### src/ntc_pkg.sv
// Types and constants of the numeric token classifier
package ntc_pkg;

   // Token classes as carried on the result channel
   typedef enum logic [2:0] {
      CLASS_INT     = 3'd0,
      CLASS_HEX     = 3'd1,
      CLASS_FLOAT   = 3'd2,
      CLASS_STRING  = 3'd3,
      CLASS_COMMAND = 3'd4
   } class_type;

   // Kind of the last accepted character
   typedef enum logic [2:0] {
      KIND_START = 3'd0,
      KIND_DIGIT = 3'd1,
      KIND_SIGN  = 3'd2,
      KIND_EXPO  = 3'd3,
      KIND_DOT   = 3'd4
   } kind_type;

   // Characters the decoder looks for
   localparam logic [7:0] CHAR_ZERO  = 8'h30;  // '0'
   localparam logic [7:0] CHAR_NINE  = 8'h39;  // '9'
   localparam logic [7:0] CHAR_X     = 8'h78;  // 'x'
   localparam logic [7:0] CHAR_DOT   = 8'h2E;  // '.'
   localparam logic [7:0] CHAR_E     = 8'h65;  // 'e'
   localparam logic [7:0] CHAR_PLUS  = 8'h2B;  // '+'
   localparam logic [7:0] CHAR_MINUS = 8'h2D;  // '-'
   localparam logic [7:0] CHAR_QUOTE = 8'h22;  // '"'
   localparam logic [7:0] CHAR_A     = 8'h61;  // 'a'
   localparam logic [7:0] CHAR_D     = 8'h64;  // 'd'
   localparam logic [7:0] CHAR_F     = 8'h66;  // 'f'
   localparam logic [7:0] CHAR_UP_A  = 8'h41;  // 'A'
   localparam logic [7:0] CHAR_UP_Z  = 8'h5A;  // 'Z'
   localparam logic [7:0] CASE_BIT   = 8'h20;

   localparam int unsigned RSP_DATA_WIDTH = 8;

   // One input word handed from the input register to the scanner
   typedef struct packed {
      logic [7:0] character;
      logic       is_last;
      logic       is_empty;
   } req_word_type;

endpackage

### src/ntc_scan.sv
// Per-token scan state and combinational character decode
module ntc_scan
   import ntc_pkg::*;
(
   input  logic         clock,
   input  logic         reset,
   input  logic         step_en,     // word is consumed this cycle
   input  req_word_type word,
   output logic         has_result,  // word ends a token
   output class_type    token_class
);

   typedef struct packed {
      logic [1:0] char_position;
      logic       first_was_zero;
      logic       first_not_digit;
      logic       quoted_string;
      logic       hex_mode;
      kind_type   previous_kind;
      logic       dot_seen;
      logic       exponent_seen;
      logic       rejected;
   } scan_state_type;

   localparam scan_state_type CLEAR_STATE = '{
      char_position:   2'd0,
      first_was_zero:  1'b0,
      first_not_digit: 1'b0,
      quoted_string:   1'b0,
      hex_mode:        1'b0,
      previous_kind:   KIND_START,
      dot_seen:        1'b0,
      exponent_seen:   1'b0,
      rejected:        1'b0
   };

   // Decode one folded character against the decimal/hex rules
   function automatic scan_state_type classify_char(scan_state_type s, logic [7:0] c);
      scan_state_type r;
      r = s;
      case (c) inside
         [CHAR_ZERO:CHAR_NINE]: begin
            r.previous_kind = KIND_DIGIT;
         end
         [CHAR_A:CHAR_D], CHAR_F: begin
            if (!s.hex_mode) r.rejected = 1'b1;
            else r.previous_kind = KIND_DIGIT;
         end
         CHAR_PLUS, CHAR_MINUS: begin
            if (s.hex_mode || (s.previous_kind != KIND_START &&
                               s.previous_kind != KIND_EXPO)) r.rejected = 1'b1;
            else r.previous_kind = KIND_SIGN;
         end
         CHAR_DOT: begin
            if (s.hex_mode || s.dot_seen || s.exponent_seen) begin
               r.rejected = 1'b1;
            end else begin
               r.dot_seen      = 1'b1;
               r.previous_kind = KIND_DOT;
            end
         end
         CHAR_E: begin
            // in hex mode 'e' is just a digit
            if (!s.hex_mode && s.exponent_seen) begin
               r.rejected = 1'b1;
            end else begin
               if (!s.hex_mode) r.exponent_seen = 1'b1;
               r.previous_kind = KIND_EXPO;
            end
         end
         default: begin
            r.rejected = 1'b1;
         end
      endcase
      return r;
   endfunction

   scan_state_type state_ff;
   scan_state_type state_in;
   scan_state_type upd;
   logic [7:0]     folded;
   logic           is_digit;

   // Fold case, update flags, pick the class
   always_comb begin
      folded = word.character;
      if (word.character inside {[CHAR_UP_A:CHAR_UP_Z]}) begin
         folded = word.character | CASE_BIT;
      end
      is_digit = (folded inside {[CHAR_ZERO:CHAR_NINE]});

      upd = state_ff;
      if (state_ff.char_position == 2'd0) begin
         upd.quoted_string   = (folded == CHAR_QUOTE);
         upd.first_not_digit = !is_digit;
         upd.first_was_zero  = (folded == CHAR_ZERO);
         if (folded != CHAR_QUOTE) upd = classify_char(upd, folded);
      end else if (!state_ff.quoted_string && !state_ff.rejected) begin
         // the 'x' of a 0x prefix only switches mode
         if (state_ff.char_position == 2'd1 && state_ff.first_was_zero &&
             folded == CHAR_X) begin
            upd.hex_mode      = 1'b1;
            upd.previous_kind = KIND_START;
         end else begin
            upd = classify_char(upd, folded);
         end
      end
      if (state_ff.char_position != 2'd2) begin
         upd.char_position = state_ff.char_position + 2'd1;
      end

      if (word.is_empty) token_class = CLASS_COMMAND;
      else if (upd.quoted_string) token_class = CLASS_STRING;
      else if (state_ff.char_position == 2'd0 && upd.first_not_digit)
         token_class = CLASS_COMMAND;
      else if (upd.rejected) token_class = CLASS_COMMAND;
      else if (upd.dot_seen || upd.exponent_seen) token_class = CLASS_FLOAT;
      else if (upd.hex_mode) token_class = CLASS_HEX;
      else token_class = CLASS_INT;

      has_result = word.is_last | word.is_empty;
      state_in   = has_result ? CLEAR_STATE : upd;
   end

   // State register, cleared at every token end
   always_ff @(posedge clock) begin
      if (reset) begin
         state_ff <= CLEAR_STATE;
      end else if (step_en) begin
         state_ff <= state_in;
      end
   end

endmodule

### src/numeric_token_classifier.sv
// Top level of the numeric token classifier: input register, scanner, result register
//
// Usage:
//   The token arrives one character per word on the req_ channel: the byte
//   in req_tdata, req_tlast on the final character, req_tuser for an empty
//   token (the byte is then ignored). Letters are matched in either case.
//   One word comes out on the rsp_ channel per token, carrying its class:
//   0 integer, 1 hex integer, 2 float, 3 quoted string, 4 command.
//   rsp_tvalid rises when the last word of the token moves on from the
//   input register into the result register.
//   Throughput: one word per cycle while the result register can take a
//   token end, set by the single decode between the input register and the
//   result register; words that end no token never wait on the result channel.
//   When the receiver stalls, the class waits in the result register and
//   words that end no token keep flowing; the next token end waits in the
//   input register and holds req_tready low until the result register frees.
//   Reset clears the valid bits of both registers and the scan state; the first word after
//   reset starts a new token.
module numeric_token_classifier
   import ntc_pkg::*;
(
   input  logic                      clock,
   input  logic                      reset,
   input  logic                      req_tvalid,
   output logic                      req_tready,
   input  logic [7:0]                req_tdata,   // [7:0] character
   input  logic                      req_tlast,   // is_last
   input  logic                      req_tuser,   // is_empty
   output logic                      rsp_tvalid,
   input  logic                      rsp_tready,
   output logic [RSP_DATA_WIDTH-1:0] rsp_tdata    // [2:0] token_class, [7:3] zero
);

   logic         in_valid_ff;
   req_word_type in_word_ff;
   logic         rsp_valid_ff;
   class_type    rsp_class_ff;
   logic         has_result;
   class_type    token_class;
   logic         advance;

   ntc_scan u_scan (
      .clock       (clock),
      .reset       (reset),
      .step_en     (advance),
      .word        (in_word_ff),
      .has_result  (has_result),
      .token_class (token_class)
   );

   // Word leaves the input register unless it needs a busy result slot
   assign advance    = in_valid_ff &&
                       (!has_result || !rsp_valid_ff || rsp_tready);
   assign req_tready = !in_valid_ff || advance;

   // Input register
   always_ff @(posedge clock) begin
      if (reset) begin
         in_valid_ff <= 1'b0;
      end else if (req_tready) begin
         in_valid_ff <= req_tvalid;
      end
   end

   always_ff @(posedge clock) begin
      if (req_tready && req_tvalid) begin
         in_word_ff <= '{character: req_tdata, is_last: req_tlast, is_empty: req_tuser};
      end
   end

   // Result register
   always_ff @(posedge clock) begin
      if (reset) begin
         rsp_valid_ff <= 1'b0;
      end else if (advance && has_result) begin
         rsp_valid_ff <= 1'b1;
      end else if (rsp_tready) begin
         rsp_valid_ff <= 1'b0;
      end
   end

   always_ff @(posedge clock) begin
      if (advance && has_result) begin
         rsp_class_ff <= token_class;
      end
   end

   assign rsp_tvalid = rsp_valid_ff;
   assign rsp_tdata  = {{(RSP_DATA_WIDTH - 3){1'b0}}, rsp_class_ff};

endmodule

### config.mk
export PLATFORM = sky130hd
export DESIGN_NAME = numeric_token_classifier
export DESIGN_NICKNAME = d
export VERILOG_FILES = /design/src/ntc_pkg.sv /design/src/ntc_scan.sv /design/src/numeric_token_classifier.sv
export SDC_FILE = /design/constraint.sdc
export NUM_CORES = 1
export LEC_CHECK = 0
export BUFFER_PORTS_ARGS = -buffer_cell sky130_fd_sc_hd__buf_2
export CAP_MARGIN = 10
export CORE_ASPECT_RATIO = 1.5
export CORE_UTILIZATION = 25
export CTS_CLUSTER_SIZE = 14
export DETAILED_ROUTE_END_ITERATION = 8
export PLACE_DENSITY = 0.38
export SYNTH_ARGS = -nofsm -noshare
export SYNTH_HDL_FRONTEND = slang
export SYNTH_SLANG_ARGS = --single-unit
### constraint.sdc
create_clock -name clock -period 3.25 [get_ports clock]
set_input_delay 0.325 -clock clock [delete_from_list [all_inputs] [get_ports clock]]
set_output_delay 0.325 -clock clock [all_outputs]
set_load 0.05 [all_outputs]
== Word-level counts from Yosys, hierarchy flattened ==
Index checks and enable logic that the tools add are counted.
W data, S select, Z words.

* Add/sub/neg operators: 1
* Magnitude comparators: 6
* Equal/unequal tests: 13
* Multiplexer cells: 44
* Bitwise logic cells: 1
* Reductions and logical operators: 37

{| class="wikitable"
|+ Operator list
! operator !! number
|-
| $eq A8 B6 Y1 const B || 5
|-
| $mux W3 || 13
|-
| $eq A8 B7 Y1 const B || 3
|-
| $mux W1 || 23
|-
| $ge A8 B7 Y1 const B || 2
|-
| $le A8 B7 Y1 const B || 2
|-
| $logic_and A1 B1 Y1 || 12
|-
| $mux W12 || 1
|-
| $mux W6 || 2
|-
| $mux W10 || 1
|-
| $ge A8 B6 Y1 const B || 1
|-
| $le A8 B6 Y1 const B || 1
|-
| $mux W4 || 2
|-
| $ne A8 B6 Y1 const B || 1
|-
| $logic_not A1 Y1 || 7
|-
| $logic_or A1 B1 Y1 || 7
|-
| $mux W7 || 1
|-
| $ne A3 B2 Y1 const B || 2
|-
| $reduce_bool A2 Y1 || 3
|-
| $reduce_bool A3 Y1 || 2
|-
| $reduce_and A2 Y1 || 2
|-
| $reduce_or A2 Y1 || 2
|-
| $reduce_and A3 Y1 || 1
|-
| $add A2 B1 Y2 const B || 1
|-
| other kinds (5) || 5
|}

* Register bits after elaboration: 27
* Input port bits: 14
* Output and inout port bits: 10
* Logic and storage cells: 117

== Logic depth before layout (Yosys ltp) ==
Gate-level depths: netlist of the first run.

* Depth in word-level cells: 17
* Depth in mapped cells: 7
* Depth with buffers taken out: 7

== Hierarchy ==
A second synthesis of the first run with hierarchy kept.

* Cells, all modules: 160
* Area, all modules: 1540.2 µm²

{| class="wikitable"
|+ Modules (own cells, without submodules)
! module !! times used !! cells each !! area an instance (µm²) !! sequential area each (µm²)
|-
| ntc_scan || 1 || 129 || 1004.7 || 220.2
|-
| numeric_token_classifier || 1 || 31 || 535.5 || 430.4
|}

== Least setup slack after synthesis of the first run ==
No wires, ideal clock.

* Path kind: reg2reg
* Start point: register in_word_ff[5] (netlist bit)
* End point: register rsp_class_ff[2] (data pin)
* Setup time: 0.280 ns
* Arrival time: 1.760 ns
* Required time: 2.970 ns
* Slack: 1.211 ns
* Cell stages (with the launch flop): 5
* Buffers on the path: 0
* Period minus slack after synthesis: 2.039 ns
* Path through: edfxtp_1 or4b_4 or4_4 nand4_2 o211ai_4

* Word-level cells in the longest chain between the ends: 15
* Elaborated cells between the ends (all ways): 35
* Classes of those cells: order compare: 6; eq/ne: 8; mux: 13; reduce/logical: 8

{| class="wikitable"
|+ Ends and longest elaborated chain
! what !! line !! source
|-
| start: declaration || numeric_token_classifier.sv:35 || <nowiki>req_word_type in_word_ff;</nowiki>
|-
| start signal: assignment || numeric_token_classifier.sv:67 || <nowiki>in_word_ff <= '{character: req_tdata, is_last: req_tlast, is_empty: req_tuser};</nowiki>
|-
| $ge A8 B7 Y1 or $le A8 B7 Y1 (tied branches) || ntc_scan.sv:87 || <nowiki>if (word.character inside {[CHAR_UP_A:CHAR_UP_Z]}) begin</nowiki>
|-
| $logic_and A1 B1 Y1 || ntc_scan.sv:87 ||
|-
| $mux W6 * || ntc_scan.sv:87 ||
|-
| branches (longest 8 deep; another with $ge A8 B7 Y1) || - ||
|-
| $mux W10 * || ntc_scan.sv:93 || <nowiki>if (state_ff.char_position == 2'd0) begin</nowiki>
|-
| $mux W3 || ntc_scan.sv:116 || <nowiki>else if (upd.rejected) token_class = CLASS_COMMAND;</nowiki>
|-
| $mux W3 || ntc_scan.sv:114 || <nowiki>else if (state_ff.char_position == 2'd0 && upd.first_not_digit)</nowiki>
|-
| $mux W3 * || ntc_scan.sv:113 || <nowiki>else if (upd.quoted_string) token_class = CLASS_STRING;</nowiki>
|-
| end signal: assignment || numeric_token_classifier.sv:84 || <nowiki>rsp_class_ff <= token_class;</nowiki>
|-
| end: declaration || numeric_token_classifier.sv:37 || <nowiki>class_type rsp_class_ff;</nowiki>
|}

Mark *: on every way between the ends. The select of a mux whose other input is x is not followed.
A chain may end at the register's enable or synchronous reset.

== Worst setup path in the final report of the first run ==
* Start point: register in_word_ff[5] (netlist bit)
* End point: register rsp_class_ff[1] (data pin)

* Word-level cells in the longest chain between the ends: 17
* Elaborated cells between the ends (all ways): 46
* Classes of those cells: order compare: 6; eq/ne: 8; mux: 23; reduce/logical: 9

{| class="wikitable"
|+ Ends and longest elaborated chain
! what !! line !! source
|-
| $ge A8 B7 Y1 or $le A8 B7 Y1 (tied branches) || ntc_scan.sv:87 ||
|-
| $logic_and A1 B1 Y1 || ntc_scan.sv:87 ||
|-
| $mux W6 * || ntc_scan.sv:87 ||
|-
| branches (longest 8 deep; another with $ge A8 B7 Y1) || - ||
|-
| $mux W10 * || ntc_scan.sv:93 ||
|-
| $logic_or A1 B1 Y1 || ntc_scan.sv:117 || <nowiki>else if (upd.dot_seen || upd.exponent_seen) token_class = CLASS_FLOAT;</nowiki>
|-
| $mux W3 || ntc_scan.sv:117 ||
|-
| $mux W3 || ntc_scan.sv:116 ||
|-
| $mux W3 || ntc_scan.sv:114 ||
|-
| $mux W3 * || ntc_scan.sv:113 ||
|}

Marked as above.

==> results of run 1 <==
[cells in the mapped netlist, types with 3 or more instances]
cell type,instances
nand3_1,4
nand4_1,4
nand2_1,10
inv_1,7
a41oi_1,3
edfxtp_1,13
a21oi_1,10
nor3_1,3
nor2b_1,4
a31oi_1,3
buf_4,5
nor2_1,16
o21ai_0,9
o21a_1,3
ha_1,3
dfxtp_1,13
[layout by cell type, fill, tap and decap left out, drive strengths merged, types with 2 or more instances in the layout]
cell    Yosys  final
nor4bb      2      2
nand3       4      4
edfxtp     13     13
nand4       5      5
a31o        2      2
nand2      10     10
buf         5     19
nor4b       2      2
a21oi      10     10
o21a        3      3
clkbuf      2      3
or3         2      2
nor2b       4      4
nor3        3      3
nor2       16     16
and2        2      2
nor3b       2      2
dfxtp      13     13
o21ai      11     11
a31oi       3      3
a41oi       3      3
nand4b      2      2
ha          3      3
conb        1      5
o211ai      2      2
inv         7      7
[logic make-up (layout without fill, tap and decap cells)]
group | after synthesis | after routing
xor+xnor | 2 | 2
simple gates | 61 | 61
compound gates | 41 | 41
flops | 26 | 26
buf+inv | 14 | 30
fa+ha+maj | 3 | 3
other cells | 1 | 5
[layout make-up]
type / instances / share of cell area (%)
clock inverters: 1 / 0.2320
repair buffers: 19 / 6.032
inverters: 7 / 1.624
clock buffers: 3 / 2.552
multi-input cells: 112 / 43.93
flip-flops and latches: 26 / 40.22
well taps: 70 / 5.414
[per-stage QoR]
step                      cell area (um2)  total power [mW]
final                                1618            0.6303
after global routing                 1618            0.6587
after CTS                            1618            0.6410
after detailed placement             1573            0.4452
after global placement               1573            0.4453
after floorplan                      1433            0.4267
[flip-flops by register name, summed over array words and instances (netlist names)]
| register | flops |
|---|---|
| in_valid_ff | 1 |
| in_word_ff | 10 |
| rsp_class_ff | 3 |
| rsp_tvalid | 1 |
| u_scan.state_ff | 11 |
[power groups by stage]
stage	sequential (mW)	clock (mW)	combinational, mW
global route	0.368	0.213	0.0777
detailed placement	0.374	0	0.0712
floorplan	0.373	0	0.0533
global placement	0.374	0	0.0714
CTS	0.366	0.203	0.0714
finish	0.366	0.193	0.0710
[per-layer routing]
metal  GRT usage (%)  vias to the layer above  share of wire (%)
met5               0                        -                  0
met4           10.23                        0                5.8
met2           24.56                       36                 54
met3           1.578                       17                3.9
li1                -                      581                  -
met1           11.36                      586                 36
[path summary, 6_finish.rpt]
kind | cells after the start | slack, ns | startpoint | end
min | 1 | 0.21 | req_tdata[7] | in_word_ff[9]
min reg2reg | 2 | 0.46 | u_scan.state_ff[9] | u_scan.state_ff[9]
max | 5 | 1.11 | in_word_ff[5] | rsp_class_ff[1]
max reg2reg | 5 | 1.11 | in_word_ff[5] | rsp_class_ff[1]
==> summary.txt, run 1 <==
STA
  – Clock Skew: 0.002805 ns
  – Slew Viols, Final: 0
  – TNS Setup: 0 ns
  – Worst Hold Slack: 0.2101 ns
  – Max Fclk: 467.9 MHz
  – Setup-failing EPs final: 0
  – Final critical-path setup slack: 1.113 ns
  – Minimum clock period: ~2.1 ns
  – Slew headroom: 57.51%
  – Final Hold Fails: 0
  – Final period utilization: ~66%
  – RSZ-0062 raised after global routing: false
  – Worst-Margin Slew: 0.6315 ns

Power
  – Power per Cell Area: 389.6 mW/mm2
  – P_int: 0.4621 mW
  – Sw frac: 26.69%
  – Worst VDD drop: 0.1291 mV
  – Switching power: 0.1682 mW
  – Leakage power: 0.5755 nW
  – Sequential share of power: 58.1%
  – Clock share of power: a little under a third
  – Combinational share of power: between 10% and 20%

Critical path
  – Critical path startpoint category: flip-flop
  – WP buf/inv: 0
  – Crit end category: flip-flop
  – Crit path max-delay cell type: or4b_4
  – Setup CP Type: flip-flop to flip-flop
  – Max incr delay on CP: 0.58 ns
  – Worst Path Arrival: ~2.3 ns
  – Top cell family by delay on the critical path: simple AND/OR/NAND/NOR gates
  – CP required: 3.39 ns
  – Worst-path cell chain: or4b_4, or4_4, nand4_2, o211ai_4, o21ai_2
  – Crit path max fanout: 6

Placed design
  – Final HPWL DP: 2820 um
  – Port Buf Inserts: 18
  – Placer Congestion: around 0.77
  – Worst Setup Slack post-DPL: 1.140 ns
  – DP Cell Count: ~230

Drt
  – TritonRoute pass-1 iters: 4
  – Routed vias: 1220
  – Initial DRC Count: 29
  – Final ANT Viol Nets: 0
  – Routed wire length: 3488 um
  – Vias per cell: 5.126
  – DRC: 0
  – Routed wire per std cell: about 15 um

Job
  – Max-cap violations: 0

Yosys
  – Post-synthesis cell type count: 45
  – Mapped Area: 0.001418 mm2
  – Syn Inst Count: 148
  – Seq cells post-synth: 26
  – Post-synth ARST share: 0%
  – Simple-gate area share of the yosys netlist: about 25%
  – Post-synth EDFFs: 13
  – YS warnings: 0
  – Post-synthesis mux area share: 0%
  – Synth Flop Type: edfxtp_1
  – Largest family of logic cells by synthesized area: simple AND/OR/NAND/NOR gates
  – Xor/xnor share of the synthesized area: 1.236%
  – Synth area leader: edfxtp_1
  – Avg Inst Size Synth: 9.578 um2
  – Post-synthesis adder-cell area fraction: 2.648%
  – Top cells by area, synth: edfxtp_1 (28%), dfxtp_1 (18%), nor2_1 (4.2%)
  – Sequential fraction of the synthesis area: 45.90%
  – Post-synthesis compound-gate area fraction: 20.04%
  – Synth top area share: 27.54%

Layout
  – Ant diodes: 0
  – Filler Cells Inserted: slightly above 600
  – Share of cells above drive strength 1: 18.45%
  – Cell Count, Final, Fillers Out: between 200 and 250
  – Nets: 186
  – Multi-input gate area: 710.7 um2
  – Area delta synth->final: 14.12%
  – Finished Core Util: 29.68%
  – Seq. cell area: 650.6 um2

Clock network
  – TritonCTS Sinks: 26
  – Cts-stage hold buffer count: 0
  – CTS tree: done
  – Post-CTS Resized: 0
  – Num CTS Buffers: 3
  – Setup Buffers After CTS: 0
  – Clock latency on the worst-skew pair: 0.28 ns
  – Clock slew at reported path FFs: 0.09 ns
  – CTS HTree Levels: 1
  – Clk buf depth: 2
  – CTS root buf: clkbuf_8

Die
  – Die width: 63.49 um
  – I/O pins: 24
  – Initial core utilization: approximately a quarter
  – Chip height: around 94 um
  – Die Area: 0.005982 mm2
  – Row Count: 33
  – Core area: 0.005450 mm2

Global route
  – Total gr overflow: 0
  – GRT Resource Usage Total: approximately an eighth
  – Vias in the first global route: 1227
  – Antenna violations before repair: 0
  – Pin count of the biggest net entering global routing: 15
  – First-pass GRT wire length: 5692 um

Hold path
  – Worst Hold Class: input port to flip-flop

Outcome
  – Status: finished, final reports clean
Power figures use the tool's default switching activity.
==> run 2: changes to the inputs <==
==> constraint.sdc (replaced) <==
create_clock -name clock -period 2.05 [get_ports clock]
set_input_delay 0.205 -clock clock [delete_from_list [all_inputs] [get_ports clock]]
set_output_delay 0.205 -clock clock [all_outputs]
set_load 0.05 [all_outputs]
==> summary.txt, run 2 (synthesis gave the netlist of run 1 again) <==
Outcome
  – Status: finished, final reports clean

Die
  – Row Count: 33 (unchanged)
  – Chip height: 94.23 um (unchanged)
  – Die Area: 0.005982 mm2 (unchanged)
  – I/O pins: 24 (unchanged)
  – Initial core utilization: 26.01% (unchanged)
  – Core area: 0.005450 mm2 (unchanged)
  – Die width: 63.49 um (unchanged)

Critical path
  – Max incr delay on CP: 0.55 ns (-0.03 ns)
  – CP required: 2.19 ns (-1.20 ns)
  – Critical path startpoint category: flip-flop
  – Crit path max-delay cell type: or4b_4
  – Crit path max fanout: 5 (-1)
  – Crit end category: flip-flop
  – Worst-path cell chain: or4b_4, or4_4, nand4_4, o211ai_4, o21ai_2
  – R2r setup slk: 0.06 ns (-1.05 ns)
  – Setup CP Type: flip-flop to flip-flop
  – Worst Path Arrival: 2.13 ns (-0.15 ns)

Global route
  – Total gr overflow: 0 (unchanged)
  – Pin count of the biggest net entering global routing: 15 (unchanged)
  – GRT Resource Usage Total: 13.03% (+0.38 points)
  – Met1 Usage GRT: 11.89% (+0.53 points)
  – Met3 usage: 1.942% (+0.36 points)
  – First-pass GRT wire length: 5830 um (+2.4%)
  – M2 GR Usage: 25.44% (+0.89 points)
  – Global route hottest layer: met2
  – Vias in the first global route: 1274 (+3.8%)
  – Antenna violations before repair: 0 (unchanged)

Clock network
  – Clock latency on the worst-skew pair: 0.28 ns (about the same)
  – Clk buf depth: 2 (unchanged)
  – Cts-stage hold buffer count: 0 (unchanged)
  – CTS HTree Levels: 1 (unchanged)
  – CTS tree: done
  – TritonCTS Sinks: 26 (unchanged)
  – Num CTS Buffers: 3 (unchanged)
  – CTS root buf: clkbuf_8
  – Clock slew at reported path FFs: 0.10 ns (about the same)

Layout
  – Share of cells above drive strength 1: 28.11% (+9.7 points)
  – Nets: 203 (+9.1%)
  – Ant diodes: 0 (unchanged)
  – Biggest register: u_scan.state_ff
  – Most frequent cells in the layout: buf_2 (18), buf_4 (18), nor2_1 (16), edfxtp_1 (13), dfxtp_1 (12)
  – Number of flip-flops in the largest register: 11 (unchanged)
  – Area delta synth->final: 25.07%
  – Largest regs: u_scan.state_ff x11, in_word_ff x10, rsp_class_ff x3

STA
  – Final Hold Fails: 0 (unchanged)
  – TNS Setup: 0 ns (unchanged)
  – Minimum clock period: 1.990 ns (-0.1475 ns)
  – Worst-Margin Slew: 0.5196 ns (-0.1118 ns)
  – Final critical-path setup slack: 0.06023 ns (-1.052 ns)
  – Slew headroom: 64.99% (+7.5 points)
  – Worst Hold Slack: 0.09007 ns (-0.1200 ns)
  – Max Fclk: 502.6 MHz (+7.4%)
  – RSZ-0062 raised after global routing: false
  – Setup-failing EPs final: 0 (unchanged)
  – Slew Viols, Final: 0 (unchanged)
  – Clock Skew: 0.008829 ns (+0.006024 ns)
  – Final period utilization: 97.06% (+31 points)

Drt
  – Routed wire per std cell: 14.06 um (-4.0%)
  – Routed wire length: 3586 um (+2.8%)
  – Routed vias: 1226 (+0.49%)
  – Final ANT Viol Nets: 0 (unchanged)
  – DRC: 0 (unchanged)
  – Vias per cell: 4.808 (-6.2%)
  – Initial DRC Count: 36 (+24%)
  – TritonRoute pass-1 iters: 4 (unchanged)

Placed design
  – Port Buf Inserts: 18 (unchanged)
  – Worst Setup Slack post-DPL: 0.02738 ns (-1.113 ns)
  – Placer Congestion: 0.7923 (+2.8%)
  – Final HPWL DP: 2880 um (+2.1%)

Hold path
  – Worst Hold Class: input port to flip-flop

Job
  – Max-cap violations: 0 (unchanged)

Power
  – Power per Cell Area: 578.3 mW/mm2 (+48%)
  – Leakage power: 0.6659 nW (+16%)
  – Worst VDD drop: 0.2815 mV (+120%)
[run 2: layout make-up]
type / count / area [um2]
tap: 70 / 87.58
inverter: 7 / 26.28
sequential: 26 / 651.9
clock buffer: 4 / 45.04
multi-input combinational: 112 / 737.0
fill: 590 / 3677
timing repair buffer: 36 / 225.2
[run 2: worst paths after layout]
kind	start	to	cells after the start
setup / recovery	in_word_ff[5]	rsp_class_ff[0]	5
hold / removal	req_tdata[7]	in_word_ff[9]	1
setup reg to reg	in_word_ff[5]	rsp_class_ff[0]	5
hold reg to reg	u_scan.state_ff[9]	u_scan.state_ff[9]	2
[run 2: where the power goes]
| group | switching (mW) | leakage [nW] | internal [mW] |
|---|---|---|---|
| Combinational | 0.0876 | 0.412 | 0.0519 |
| Clock | 0.170 | 0.0228 | 0.140 |
| Sequential | 0.0131 | 0.231 | 0.563 |
| Total | 0.271 | 0.666 | 0.754 |
[run 2: metal layers]
layer / wire length [um] / vias to the layer above / share of wire (%)
met5: 0 / - / 0
met4: 159 / 0 / 4.4
met3: 105 / 13 / 2.9
met2: 1979 / 34 / 55
met1: 1341 / 561 / 37
li1: - / 618 / -
[run 2: critical path: cells and delay by family (launching register included)]
| family | cells | cell delay, ns |
|---|---|---|
| and+or+nand+nor | 3 | 1.22 |
| DFF | 1 | 0.40 |
| AOI/OAI and AO/OA | 2 | 0.22 |
[run 2: per-stage QoR]
step                      total power, mW  cell area, um2  cells  util, %
after floorplan                    0.6764            1433    152        -
after global placement             0.7236            1693    250    31.06
after detailed placement           0.7233            1693    250    31.06
after CTS                           1.033            1738    254    31.89
after global routing                1.075            1773    255    32.53
final                               1.025            1773    255    32.53
[run 2: timing repair]
action,in CTS,in global routing
gates resized for setup,0,9
buffers inserted,0,1
setup endpoints to repair,0,6
hold endpoints to repair,0,0
